--- src/design/bsdg_pkg.sv ---
`timescale 1ns / 1ps
// Shared types and constants for the brick scatter descriptor generator.
// No dependencies; every other file of the block imports this package.
package bsdg_pkg;

    localparam int POS_W      = 6;
    localparam int VOL_W      = 17;
    localparam int DIM_W      = 11;
    localparam int CNT_W      = 10;
    localparam int DEST_W     = 50;
    localparam int BYTES_W    = 13;
    localparam int SRC_W      = 32;
    localparam int REG_IDX_W  = 3;
    localparam int CFG_DATA_W = 17;

    // Register indexes on the configuration port
    localparam logic [REG_IDX_W-1:0] REG_BRICK_POS_X   = 3'd0;
    localparam logic [REG_IDX_W-1:0] REG_BRICK_POS_Y   = 3'd1;
    localparam logic [REG_IDX_W-1:0] REG_BRICK_POS_Z   = 3'd2;
    localparam logic [REG_IDX_W-1:0] REG_VOLUME_WIDTH  = 3'd3;
    localparam logic [REG_IDX_W-1:0] REG_VOLUME_HEIGHT = 3'd4;
    localparam logic [REG_IDX_W-1:0] REG_BRICK_WIDTH   = 3'd5;
    localparam logic [REG_IDX_W-1:0] REG_BRICK_HEIGHT  = 3'd6;
    localparam logic [REG_IDX_W-1:0] REG_BRICK_DEPTH   = 3'd7;

    // Configuration as seen by the datapath, brick sizes and positions saturated
    typedef struct packed {
        logic [POS_W-1:0] pos_x;
        logic [POS_W-1:0] pos_y;
        logic [POS_W-1:0] pos_z;
        logic [VOL_W-1:0] vol_w;
        logic [VOL_W-1:0] vol_h;
        logic [DIM_W-1:0] bw;
        logic [DIM_W-1:0] bh;
        logic [DIM_W-1:0] bd;
    } cfg_t;

    // Commands from the controller to the datapath
    typedef struct packed {
        logic capture;
        logic step1;
        logic step2;
        logic load_out;
    } dp_cmd_t;

endpackage

--- src/design/bsdg_if.sv ---
`timescale 1ns / 1ps
// Handshake channels of the brick scatter descriptor generator:
// step requests, descriptors and configuration writes. Uses bsdg_pkg.

interface bsdg_req_if;
    import bsdg_pkg::*;
    logic valid;
    logic ready;
    logic restart;
    modport source (output valid, output restart, input ready);
    modport sink   (input valid, input restart, output ready);
endinterface

interface bsdg_rsp_if;
    import bsdg_pkg::*;
    logic               valid;
    logic               ready;
    logic [DEST_W-1:0]  dest_offset;
    logic [BYTES_W-1:0] byte_count;
    logic [SRC_W-1:0]   src_offset;
    logic               last_row;
    modport source (output valid, output dest_offset, output byte_count,
                    output src_offset, output last_row, input ready);
    modport sink   (input valid, input dest_offset, input byte_count,
                    input src_offset, input last_row, output ready);
endinterface

interface bsdg_cfg_if;
    import bsdg_pkg::*;
    logic                  valid;
    logic                  ready;
    logic [REG_IDX_W-1:0]  reg_index;
    logic [CFG_DATA_W-1:0] wr_data;
    modport source (output valid, output reg_index, output wr_data, input ready);
    modport sink   (input valid, input reg_index, input wr_data, output ready);
endinterface

--- src/design/brick_scatter_descriptor_gen_unit.sv ---
`timescale 1ns / 1ps
// Top level of the brick scatter descriptor generator.
// Depends on bsdg_pkg, the channel interfaces, bsdg_cfg_regs, bsdg_ctrl, bsdg_datapath.

// Each step request on req yields one scatter descriptor on rsp for the next
// scanline of a brick of 4-byte elements: the scanline's byte offset in the
// row-major volume, its byte length (four times the brick width), its byte
// offset in the contiguous brick buffer, and last_row on the final scanline
// of the brick, after which the row and plane counters wrap to the start.
// Set restart in a request to begin again at the first scanline. A request
// is accepted when the block is idle and runs through a four-state sequencer:
// capture and counter advance, brick origin multiplies, plane multiply-add,
// then the volume-stride and brick-stride multiplies land in the output
// register. The block takes the next request only once the previous one has
// loaded the output register; a descriptor left waiting on rsp holds only the
// final step, so the next request is accepted and worked on meanwhile.
// Configuration writes take effect at once and are accepted every cycle;
// write them only while no request is in flight. Brick sizes are saturated to
// 1..MAX_BRICK_DIM and brick positions to MAX_BRICKS_PER_DIM - 1; the volume
// sizes are used as written and the destination offset keeps its low 50 bits.
module brick_scatter_descriptor_gen_unit #(
    parameter int MAX_BRICK_DIM      = 1024,
    parameter int MAX_BRICKS_PER_DIM = 64
) (
    input  logic        clk,
    input  logic        rst_n,
    bsdg_req_if.sink    req,
    bsdg_rsp_if.source  rsp,
    bsdg_cfg_if.sink    cfg
);
    import bsdg_pkg::*;

    cfg_t    cfg_vals;
    dp_cmd_t cmd;

    // register file, saturated values go straight to the datapath
    bsdg_cfg_regs #(
        .MAX_BRICK_DIM      (MAX_BRICK_DIM),
        .MAX_BRICKS_PER_DIM (MAX_BRICKS_PER_DIM)
    ) u_cfg_regs (
        .clk      (clk),
        .rst_n    (rst_n),
        .cfg      (cfg),
        .cfg_vals (cfg_vals)
    );

    // sequencer: owns both handshakes and drives the step commands
    bsdg_ctrl u_ctrl (
        .clk       (clk),
        .rst_n     (rst_n),
        .in_valid  (req.valid),
        .in_ready  (req.ready),
        .out_ready (rsp.ready),
        .out_valid (rsp.valid),
        .cmd       (cmd)
    );

    // counters and offset arithmetic; restart is sampled on the capture command
    bsdg_datapath u_datapath (
        .clk         (clk),
        .rst_n       (rst_n),
        .cmd         (cmd),
        .cfg_vals    (cfg_vals),
        .restart     (req.restart),
        .dest_offset (rsp.dest_offset),
        .byte_count  (rsp.byte_count),
        .src_offset  (rsp.src_offset),
        .last_row    (rsp.last_row)
    );

endmodule

--- src/design/bsdg_cfg_regs.sv ---
`timescale 1ns / 1ps
// Configuration register file with saturation of brick sizes and positions.
// Depends on bsdg_pkg and bsdg_cfg_if.
module bsdg_cfg_regs #(
    parameter int MAX_BRICK_DIM      = 1024,
    parameter int MAX_BRICKS_PER_DIM = 64
) (
    input  logic            clk,
    input  logic            rst_n,
    bsdg_cfg_if.sink        cfg,
    output bsdg_pkg::cfg_t  cfg_vals
);
    import bsdg_pkg::*;

    localparam logic [12:0] DIM_LIMIT = 13'(MAX_BRICK_DIM);
    localparam logic [10:0] POS_LIMIT = 11'(MAX_BRICKS_PER_DIM - 1);

    logic [POS_W-1:0] pos_x_reg, pos_y_reg, pos_z_reg;
    logic [VOL_W-1:0] vol_w_reg, vol_h_reg;
    logic [DIM_W-1:0] bw_reg, bh_reg, bd_reg;
    logic             wr_en;

    function automatic logic [DIM_W-1:0] clamp_dim(input logic [DIM_W-1:0] v);
        logic [DIM_W-1:0] r;
        if (v == '0)
            r = DIM_W'(1);
        else if ({2'b00, v} > DIM_LIMIT)
            r = DIM_LIMIT[DIM_W-1:0];
        else
            r = v;
        return r;
    endfunction

    function automatic logic [POS_W-1:0] clamp_pos(input logic [POS_W-1:0] v);
        logic [POS_W-1:0] r;
        if ({5'b00000, v} > POS_LIMIT)
            r = POS_LIMIT[POS_W-1:0];
        else
            r = v;
        return r;
    endfunction

    assign cfg.ready = 1'b1;
    assign wr_en     = cfg.valid & cfg.ready;

    always_ff @(posedge clk or negedge rst_n)
    begin
        if (!rst_n)
        begin
            pos_x_reg <= '0;
            pos_y_reg <= '0;
            pos_z_reg <= '0;
            vol_w_reg <= VOL_W'(1);
            vol_h_reg <= VOL_W'(1);
            bw_reg    <= DIM_W'(1);
            bh_reg    <= DIM_W'(1);
            bd_reg    <= DIM_W'(1);
        end
        else if (wr_en)
        begin
            unique case (cfg.reg_index)
                REG_BRICK_POS_X:   pos_x_reg <= cfg.wr_data[POS_W-1:0];
                REG_BRICK_POS_Y:   pos_y_reg <= cfg.wr_data[POS_W-1:0];
                REG_BRICK_POS_Z:   pos_z_reg <= cfg.wr_data[POS_W-1:0];
                REG_VOLUME_WIDTH:  vol_w_reg <= cfg.wr_data[VOL_W-1:0];
                REG_VOLUME_HEIGHT: vol_h_reg <= cfg.wr_data[VOL_W-1:0];
                REG_BRICK_WIDTH:   bw_reg    <= cfg.wr_data[DIM_W-1:0];
                REG_BRICK_HEIGHT:  bh_reg    <= cfg.wr_data[DIM_W-1:0];
                REG_BRICK_DEPTH:   bd_reg    <= cfg.wr_data[DIM_W-1:0];
            endcase
        end
    end

    always_comb
    begin
        cfg_vals.pos_x = clamp_pos(pos_x_reg);
        cfg_vals.pos_y = clamp_pos(pos_y_reg);
        cfg_vals.pos_z = clamp_pos(pos_z_reg);
        cfg_vals.vol_w = vol_w_reg;
        cfg_vals.vol_h = vol_h_reg;
        cfg_vals.bw    = clamp_dim(bw_reg);
        cfg_vals.bh    = clamp_dim(bh_reg);
        cfg_vals.bd    = clamp_dim(bd_reg);
    end

endmodule

--- src/design/bsdg_ctrl.sv ---
`timescale 1ns / 1ps
// Sequencer of the descriptor generator: request handshake, step commands
// and the descriptor valid flag. Depends on bsdg_pkg.
module bsdg_ctrl (
    input  logic              clk,
    input  logic              rst_n,
    input  logic              in_valid,
    output logic              in_ready,
    input  logic              out_ready,
    output logic              out_valid,
    output bsdg_pkg::dp_cmd_t cmd
);
    import bsdg_pkg::*;

    typedef enum logic [3:0] {
        ST_IDLE = 4'b0001,
        ST_MUL1 = 4'b0010,
        ST_MUL2 = 4'b0100,
        ST_MUL3 = 4'b1000
    } state_t;

    state_t state_reg, state_next;
    logic   out_valid_reg, out_valid_next;
    logic   out_free;

    assign out_free  = ~out_valid_reg | out_ready;
    assign in_ready  = (state_reg == ST_IDLE);
    assign out_valid = out_valid_reg;

    always_comb
    begin
        state_next   = state_reg;
        cmd          = '0;
        unique case (state_reg)
            ST_IDLE:
            begin
                if (in_valid)
                begin
                    cmd.capture = 1'b1;
                    state_next  = ST_MUL1;
                end
            end
            ST_MUL1:
            begin
                cmd.step1  = 1'b1;
                state_next = ST_MUL2;
            end
            ST_MUL2:
            begin
                cmd.step2  = 1'b1;
                state_next = ST_MUL3;
            end
            ST_MUL3:
            begin
                // hold the finished work until the output register frees up
                if (out_free)
                begin
                    cmd.load_out = 1'b1;
                    state_next   = ST_IDLE;
                end
            end
            default:
            begin
                state_next = ST_IDLE;
            end
        endcase
    end

    always_comb
    begin
        if (cmd.load_out)
            out_valid_next = 1'b1;
        else if (out_ready)
            out_valid_next = 1'b0;
        else
            out_valid_next = out_valid_reg;
    end

    always_ff @(posedge clk or negedge rst_n)
    begin
        if (!rst_n)
        begin
            state_reg     <= ST_IDLE;
            out_valid_reg <= 1'b0;
        end
        else
        begin
            state_reg     <= state_next;
            out_valid_reg <= out_valid_next;
        end
    end

endmodule

--- src/design/bsdg_datapath.sv ---
`timescale 1ns / 1ps
// Datapath of the descriptor generator: scanline counters, the three-step
// offset multiply chain and the descriptor output register. Uses bsdg_pkg.
module bsdg_datapath (
    input  logic                        clk,
    input  logic                        rst_n,
    input  bsdg_pkg::dp_cmd_t           cmd,
    input  bsdg_pkg::cfg_t              cfg_vals,
    input  logic                        restart,
    output logic [bsdg_pkg::DEST_W-1:0]  dest_offset,
    output logic [bsdg_pkg::BYTES_W-1:0] byte_count,
    output logic [bsdg_pkg::SRC_W-1:0]   src_offset,
    output logic                        last_row
);
    import bsdg_pkg::*;

    // scanline counters
    logic [CNT_W-1:0] row_count_reg, row_count_next;
    logic [CNT_W-1:0] plane_count_reg, plane_count_next;
    logic [CNT_W-1:0] cur_row, cur_plane;
    logic             row_wrap, plane_wrap;

    // work registers
    logic [CNT_W-1:0] row_w_reg, plane_w_reg;
    logic             last_w_reg;
    logic [16:0]      tx_reg, ty_reg, tz_reg;
    logic [20:0]      pbh_reg;
    logic [34:0]      a_reg;
    logic [21:0]      sr_reg;

    // output register
    logic [DEST_W-1:0]  dest_reg;
    logic [BYTES_W-1:0] bytes_reg;
    logic [SRC_W-1:0]   src_reg;
    logic               last_reg;

    logic [51:0] dest_full;
    logic [32:0] src_full;

    assign cur_row   = restart ? '0 : row_count_reg;
    assign cur_plane = restart ? '0 : plane_count_reg;

    assign row_wrap   = ({2'b00, cur_row} + 12'd1) >= {1'b0, cfg_vals.bh};
    assign plane_wrap = row_wrap && (({2'b00, cur_plane} + 12'd1) >= {1'b0, cfg_vals.bd});

    always_comb
    begin
        row_count_next   = row_count_reg;
        plane_count_next = plane_count_reg;
        if (cmd.capture)
        begin
            if (!row_wrap)
            begin
                row_count_next   = cur_row + CNT_W'(1);
                plane_count_next = cur_plane;
            end
            else
            begin
                row_count_next   = '0;
                plane_count_next = plane_wrap ? '0 : cur_plane + CNT_W'(1);
            end
        end
    end

    always_ff @(posedge clk or negedge rst_n)
    begin
        if (!rst_n)
        begin
            row_count_reg   <= '0;
            plane_count_reg <= '0;
        end
        else
        begin
            row_count_reg   <= row_count_next;
            plane_count_reg <= plane_count_next;
        end
    end

    // final step: volume row stride multiply and brick stride multiply
    assign dest_full = a_reg * {18'd0, cfg_vals.vol_w} + {35'd0, tx_reg};
    assign src_full  = sr_reg * {11'd0, cfg_vals.bw};

    always_ff @(posedge clk)
    begin
        if (cmd.capture)
        begin
            row_w_reg   <= cur_row;
            plane_w_reg <= cur_plane;
            last_w_reg  <= plane_wrap;
        end
        if (cmd.step1)
        begin
            tx_reg  <= {11'd0, cfg_vals.pos_x} * {6'd0, cfg_vals.bw};
            ty_reg  <= {7'd0, row_w_reg} + {11'd0, cfg_vals.pos_y} * {6'd0, cfg_vals.bh};
            tz_reg  <= {7'd0, plane_w_reg} + {11'd0, cfg_vals.pos_z} * {6'd0, cfg_vals.bd};
            pbh_reg <= {11'd0, plane_w_reg} * {10'd0, cfg_vals.bh};
        end
        if (cmd.step2)
        begin
            a_reg  <= {18'd0, tz_reg} * {18'd0, cfg_vals.vol_h} + {18'd0, ty_reg};
            sr_reg <= {1'b0, pbh_reg} + {12'd0, row_w_reg};
        end
        if (cmd.load_out)
        begin
            dest_reg  <= {dest_full[DEST_W-3:0], 2'b00};
            bytes_reg <= {cfg_vals.bw, 2'b00};
            src_reg   <= {src_full[SRC_W-3:0], 2'b00};
            last_reg  <= last_w_reg;
        end
    end

    assign dest_offset = dest_reg;
    assign byte_count  = bytes_reg;
    assign src_offset  = src_reg;
    assign last_row    = last_reg;

endmodule
--- src/flat_wrapper.sv ---
// flat-port wrapper written by rule: the top's interface ports become plain ports
module brick_scatter_descriptor_gen_unit_flat import bsdg_pkg::*;
#(
    parameter int MAX_BRICK_DIM      = 1024,
    parameter int MAX_BRICKS_PER_DIM = 64
)
  (clk, rst_n, req_valid, req_restart, req_ready, rsp_valid, rsp_dest_offset, rsp_byte_count, rsp_src_offset, rsp_last_row, rsp_ready, cfg_valid, cfg_reg_index, cfg_wr_data, cfg_ready);
  bsdg_req_if req_i ();
  bsdg_rsp_if rsp_i ();
  bsdg_cfg_if cfg_i ();
  input  logic clk;
  input  logic rst_n;
  input wire logic [$bits(req_i.valid)-1:0] req_valid;
  input wire logic [$bits(req_i.restart)-1:0] req_restart;
  output wire logic [$bits(req_i.ready)-1:0] req_ready;
  output wire logic [$bits(rsp_i.valid)-1:0] rsp_valid;
  output wire logic [$bits(rsp_i.dest_offset)-1:0] rsp_dest_offset;
  output wire logic [$bits(rsp_i.byte_count)-1:0] rsp_byte_count;
  output wire logic [$bits(rsp_i.src_offset)-1:0] rsp_src_offset;
  output wire logic [$bits(rsp_i.last_row)-1:0] rsp_last_row;
  input wire logic [$bits(rsp_i.ready)-1:0] rsp_ready;
  input wire logic [$bits(cfg_i.valid)-1:0] cfg_valid;
  input wire logic [$bits(cfg_i.reg_index)-1:0] cfg_reg_index;
  input wire logic [$bits(cfg_i.wr_data)-1:0] cfg_wr_data;
  output wire logic [$bits(cfg_i.ready)-1:0] cfg_ready;
  assign req_i.valid = req_valid;
  assign req_i.restart = req_restart;
  assign req_ready = req_i.ready;
  assign rsp_valid = rsp_i.valid;
  assign rsp_dest_offset = rsp_i.dest_offset;
  assign rsp_byte_count = rsp_i.byte_count;
  assign rsp_src_offset = rsp_i.src_offset;
  assign rsp_last_row = rsp_i.last_row;
  assign rsp_i.ready = rsp_ready;
  assign cfg_i.valid = cfg_valid;
  assign cfg_i.reg_index = cfg_reg_index;
  assign cfg_i.wr_data = cfg_wr_data;
  assign cfg_ready = cfg_i.ready;
  brick_scatter_descriptor_gen_unit #(.MAX_BRICK_DIM(MAX_BRICK_DIM), .MAX_BRICKS_PER_DIM(MAX_BRICKS_PER_DIM)) u_core (.clk(clk), .rst_n(rst_n), .req(req_i), .rsp(rsp_i), .cfg(cfg_i));
endmodule
--- config.mk ---
export PLATFORM = sky130hd
export DESIGN_NAME = brick_scatter_descriptor_gen_unit_flat
export DESIGN_NICKNAME = d
export VERILOG_FILES = /design/src/design/bsdg_pkg.sv /design/src/design/bsdg_if.sv /design/src/design/brick_scatter_descriptor_gen_unit.sv /design/src/design/bsdg_cfg_regs.sv /design/src/design/bsdg_ctrl.sv /design/src/design/bsdg_datapath.sv /design/src/flat_wrapper.sv
export SDC_FILE = /design/constraint.sdc
export NUM_CORES = 2
export LEC_CHECK = 0
export ABC_AREA = 0
export BUFFER_PORTS_ARGS = -buffer_cell sky130_fd_sc_hd__buf_2
export CELL_PAD_IN_SITES_DETAIL_PLACEMENT = 1
export CELL_PAD_IN_SITES_GLOBAL_PLACEMENT = 1
export CORE_UTILIZATION = 35
export CTS_BUF_LIST = sky130_fd_sc_hd__clkbuf_4
export DETAILED_ROUTE_END_ITERATION = 10
export PLACE_DENSITY_LB_ADDON = 0.15
export SYNTH_ARGS = -nofsm -noshare
export SYNTH_HDL_FRONTEND = slang
export SYNTH_SLANG_ARGS = --single-unit
--- constraint.sdc ---
create_clock -name clk -period 19.9 [get_ports clk]
set_input_delay 1.99 -clock clk [delete_from_list [all_inputs] [get_ports clk]]
set_output_delay 1.99 -clock clk [all_outputs]
set_load 0.02 [all_outputs]
# Yosys cells after proc, flatten, opt, wreduce, memory -nomap -nowiden
# Index checks and enable logic that the tools add are counted.
[word_totals] input_bits=26 regBits=350 out_inout_bits=99 wordCells=98
[classes] n_reduce_logical=15 bitwise_logic=2 n_mux=22 n_lt_le_gt_ge=5 mul=7 addsub=9 n_eq_ne=13
[ops] cell="$mux W11" count=6
[ops] cell="$mul A6 B11 Y17" count=3
[ops] cell="$mux W10" count=5
[ops] cell="$add A48 B17 Y48" count=1
[ops] cell="$mul A35 B17 Y48" count=1
[ops] cell="$add A34 B17 Y35" count=1
[ops] cell="$add A10 B17 Y17" count=2
[ops] cell="$mul A17 B17 Y34" count=1
[ops] cell="$gt A11 B11 Y1 const B" count=3
[ops] cell="$logic_not A11 Y1" count=3
[ops] cell="$mul A22 B11 Y30" count=1
[ops] cell="$add A10 B1 Y11 const B" count=2
[ops] cell="$add A21 B10 Y22" count=1
[ops] cell="$ge A11 B11 Y1" count=2
[ops] cell="$mul A10 B11 Y21" count=1
[ops] cell="$add A10 B1 Y10 const B" count=2
[ops] cell="$reduce_and A2 Y1" count=9
[ops] cell="$pmux W4 S4" count=1
[ops] cell="$eq A3 B3 Y1 const B" count=4
[ops] cell="$mux W1" count=8
[ops] cell="$mux W4" count=2
[ops] cell="$eq A3 B2 Y1 const B" count=2
[ops] cell="$eq A4 B1 Y1 const B" count=1
[ops] cell="$eq A4 B2 Y1 const B" count=1
[ops] cell="9 further kinds" count=10

# Depth between registers and ports, before layout
[depth] word_depth=7 depth_mapped=26

# Modules after synthesis
# A second synthesis with hierarchy kept.
[hier_totals] cells_unflattened=6102 hier_area_um2=58827.7
[modules_own_cells] module="bsdg_datapath" seq_area_each_um2=7707.4 instances=1 area_each_um2=54945.2 cells_per_inst=5838
[modules_own_cells] module="bsdg_cfg_regs" seq_area_each_um2=2133.3 instances=1 area_each_um2=3607.2 cells_per_inst=238
[modules_own_cells] module="bsdg_ctrl" seq_area_each_um2=126.4 instances=1 area_each_um2=275.3 cells_per_inst=26

# Worst setup path before layout
# Ideal clock, no wire load.
[synth_timing] path_type="register to register" from="reg u_core.u_ctrl.state_reg[3]" to="reg u_core.u_datapath.pbh_reg[0], enable pin" path_stages_with_launch=2 slack_ns=11.291 path_buffers=0 t_arrival_ns=7.901 t_required_ns=19.192 setup_time_ns=0.708 path_cell_list="dfrtp_1 -> nor4b_1"
[synth_between] elab_chain_len=2
[synth_lines] item="start: declaration" line="bsdg_ctrl.sv:22" text="state_t state_reg, state_next;"
[synth_lines] item="start signal: assignment" line="bsdg_ctrl.sv:88" text="state_reg <= state_next;"
[synth_lines] item="$eq A4 B2 Y1" line="bsdg_ctrl.sv:34" text="unique case (state_reg)"
[synth_lines] item="$mux W1" line="bsdg_ctrl.sv:34"
[synth_lines] item="end signal: assignment" line="bsdg_datapath.sv:96" text="pbh_reg <= {11'd0, plane_w_reg} * {10'd0, cfg_vals.bh};"
[synth_lines] item="end: declaration" line="bsdg_datapath.sv:27" text="logic [20:0] pbh_reg;"
# Every way passes these cells.
# A chain may end at the register's enable or synchronous reset.

# Final worst setup path
[layout_timing] from="reg u_core.u_datapath.a_reg[10]" to="reg u_core.u_datapath.dest_reg[47], in the netlist u_core.u_datapath.dest_offset[47] (data pin)"
[layout_between] elab_chain_len=2
[layout_lines] item="start: declaration" line="bsdg_datapath.sv:28" text="logic [34:0] a_reg;"
[layout_lines] item="start signal: assignment" line="bsdg_datapath.sv:100" text="a_reg <= {18'd0, tz_reg} * {18'd0, cfg_vals.vol_h} + {18'd0, ty_reg};"
[layout_lines] item="$mul A35 B17 Y48" line="bsdg_datapath.sv:80" text="assign dest_full = a_reg * {18'd0, cfg_vals.vol_w} + {35'd0, tx_reg};"
[layout_lines] item="$add A48 B17 Y48" line="bsdg_datapath.sv:80"
[layout_lines] item="via u_core.u_datapath.dest_full[45]" line="bsdg_datapath.sv:37" text="logic [51:0] dest_full;"
[layout_lines] item="end signal: assignment" line="bsdg_datapath.sv:105" text="dest_reg <= {dest_full[DEST_W-3:0], 2'b00};"
[layout_lines] item="end: declaration" line="bsdg_datapath.sv:32" text="logic [DEST_W-1:0] dest_reg;"
# The timed path passes the listed nets, and every way through them passes these cells.

==> metrics.yaml <==
outcome:
  outcome: "finished, final reports clean"
place:
  routabilityCongestion: 0.800
  hpwlAfterDp_um: 125000
  numPortBuffers: 117
clock_network:
  clockBufferDepth: 3
  postCtsSetupBuffers: 0
  clk_pin_slew_ps: 60
  cts_buffers: 107
  post_cts_resize_count: 0
  cts_tree: "built"
  insertion_delay_ps: 1100
  cts_sinks: 350
  cts_hold_buffers: 0
  root_buffer: "clkbuf_4"
  ctsHtreeMaxLevel: 3
synth:
  synth.distinct_cells: 74
  synth_flop_cell: "edfxtp_1"
  syn_area_sq_um: 59100
  yosysWarningCount: 0
  async_flop_share: 0.314
  synth_area_leader_cell: "fa_1"
  synth_edf_count: 240
  synth_common_cells: "inv_1, fa_1, nand2_1, and2_1, ha_1"
  netlist.area_leader.share: 0.380
  ys_ff_latch: 350
  syn_avg_cell_area_sq_um: 9.56
  synth.most_common_cell: "inv_1"
  synthCells: 6178
  synth_area_leaders: "fa_1, edfxtp_1, ha_1, inv_1, nand2_1"
  synth_seq_area_share: 0.169
setup_path:
  r2r_cells: 21
  crit_path_max_incr_delay_ps: 860
  cp.required_ps: 20750
  rrSetupSlack_ps: 12370
  critPathSlowestCell: "edfxtp_1"
  critPathLaunchType: "flop"
  arrival_ps: 8380
  r2r_end: "u_core.u_datapath.dest_offset[47]$_DFFE_PP_"
  crit_chain: "nand2_1 -> fa_1 -> fa_1 -> fa_1 -> fa_1 -> inv_1 -> fa_1 -> inv_1 -> fa_1 -> inv_1 -> ha_1 -> a21oi_2 -> o22ai_1 -> or3_1 -> o211ai_1 -> a21boi_1 -> a311o_1 -> a31oi_4 -> o21ai_2 -> or4b_1 -> nand3_1"
  critical_path_class: "reg2reg"
  critPathMaxFanout: 17
  critical_path.endpoint_type: "flop"
  critPathMostFrequentCell: "fa_1"
  r2r-start: "u_core.u_datapath.a_reg[10]$_DFFE_PP_"
grt:
  grt_max_degree: 58
  grt_usage: 0.192
  grt_pass1_vias: 45901
  antenna_found_initial: 17
  grt-ovfl-total: 0
  grt_first_pass_wirelength_um: 255000
floorplan:
  start_util: 0.353
  dieArea_sq_um: 170000
  placementRows: 150
  num_io_pins: 125
  die_w_um: 413
  dieHeight_um: 413
  core-area_sq_um: 167000
job:
  maxCapViolCount: 0
route:
  drt-vias-per-instance: 4.80
  drtPass1Iterations: 5
  wirelength_um: 157000
  wire_per_inst_um: 18.4
  drt_iter0_markers: 1599
  drcViolationCount: 0
  vias: 40787
  detail-route-antenna-nets: 0
sta:
  fin_skew_ps: 126
  fmax_mhz: 133
  tightestPinTransition_ps: 1010
  rsz0062_at_grt: "no"
  finalHoldViolations: 0
  slew_viol_final: 0
  tns_ps: 0
  slew_headroom: 0.319
  min_period_ps: 7530
  setup_violations: 0
  hold-worst-slack_ps: 493
  finalCritPeriodShare: 0.379
worst_hold_path:
  hold_class: "reg2reg"
  worstHoldStart: "u_core.u_datapath.plane_count_reg[7]$_DFFE_PN0P_"
  worstHoldPathCells: 1
  worstHoldEndpoint: "u_core.u_datapath.plane_count_reg[7]$_DFFE_PN0P_"
layout:
  area_growth_pct: 7.28
  largest_register_ffs: 48
  drive_gt1_frac: 0.0779
  nets: 7824
## through the flow
stage / cell area [sq um] / instances / setup WS [ps] / utilization
6_report: 63400 / 8498 / 12370 / 0.378
5_1_grt: 63400 / 8497 / 12040 / 0.378
4_1_cts: 63300 / 8495 / 12290 / 0.378
3_5_place_dp: 61900 / 8293 / 12460 / 0.370
3_3_place_gp: 61900 / 8293 / 12500 / 0.370
2_1_floorplan: 59100 / 6183 / 11290 / -
## kinds of logic after synthesis
kind of cell | after synthesis | synth area share
buf+inv | 1654 | 0.106
compound gates | 422 | 0.0475
mux | 88 | 0.0167
simple gates | 1876 | 0.152
xor+xnor | 186 | 0.0276
other cells | 2 | 0.000127
flops | 350 | 0.169
fa+ha+maj | 1600 | 0.481
## how the worst max path moves through the flow
stage / start / endpoint / slack (ps) / cells after the start
5_1_grt: u_core.u_datapath.a_reg[10]$_DFFE_PP_ / u_core.u_datapath.dest_offset[47]$_DFFE_PP_ / 12040 / 21
4_1_cts: u_core.u_datapath.a_reg[10]$_DFFE_PP_ / u_core.u_datapath.dest_offset[47]$_DFFE_PP_ / 12290 / 21
2_1_floorplan: u_core.u_ctrl.state_reg[3]$_DFFE_PN0P_ / u_core.u_datapath.pbh_reg[0]$_DFFE_PN_ / 11290 / 1
3_5_place_dp: u_core.u_datapath.a_reg[10]$_DFFE_PP_ / u_core.u_datapath.dest_offset[47]$_DFFE_PP_ / 12460 / 21
6_report: u_core.u_datapath.a_reg[10]$_DFFE_PP_ / u_core.u_datapath.dest_offset[47]$_DFFE_PP_ / 12370 / 21
3_3_place_gp: u_core.u_datapath.a_reg[7]$_DFFE_PP_ / u_core.u_datapath.dest_offset[47]$_DFFE_PP_ / 12500 / 22
## layout by cell type (no fill, tap or decap), types with 12 or more instances in the layout
cell         n
nor2_1     113
clkbuf_4   152
nand2_1    971
nor3_1      37
dfrtp_1    104
a21o_1      63
nor4_1      12
clkinv_1    31
clkinv_2    13
o21a_1      22
fa_1      1121
buf_2      116
xor2_1      48
nor2b_1     56
a21oi_1    122
and3_1      29
xnor2_1    138
edfxtp_1   240
o21ai_0     60
nand3_1     42
a211oi_1    15
mux2_2      85
and2_1     525
inv_1     1372
o21bai_1    26
nand2b_1    19
ha_1       479
buf_4       71
## per-layer routing
metal	vias to the layer above	share of wire	global-route usage
met5	-	0.000083	0
met1	21306	0.48	0.272
li1	18697	-	-
met3	157	0.043	0.0268
met2	625	0.46	0.309
met4	2	0.018	0.0426
## layout make-up
class | count | area, sq um
Antenna cell | 3 | 7.51
Clock buffer | 152 | 1140
Clock inverter | 50 | 287
Fill cell | 19167 | 104000
Inverter | 1373 | 5150
Multi-Input combinational cell | 4179 | 42900
Sequential cell | 350 | 9970
Tap cell | 2204 | 2760
Timing Repair Buffer | 187 | 1110
## critical path: cells and delay by family (launching register included)
family                     cells  cell delay, ps
AOI/OAI and AO/OA              7            1760
adders and majority gates      7            3450
buffers and inverters          3             140
DFF                            1             860
and+or+nand+nor                4            1060
Power is left out: the tool's default activity adds up to more than one toggle a clock period on the data nets, which glitch-free logic cannot reach.
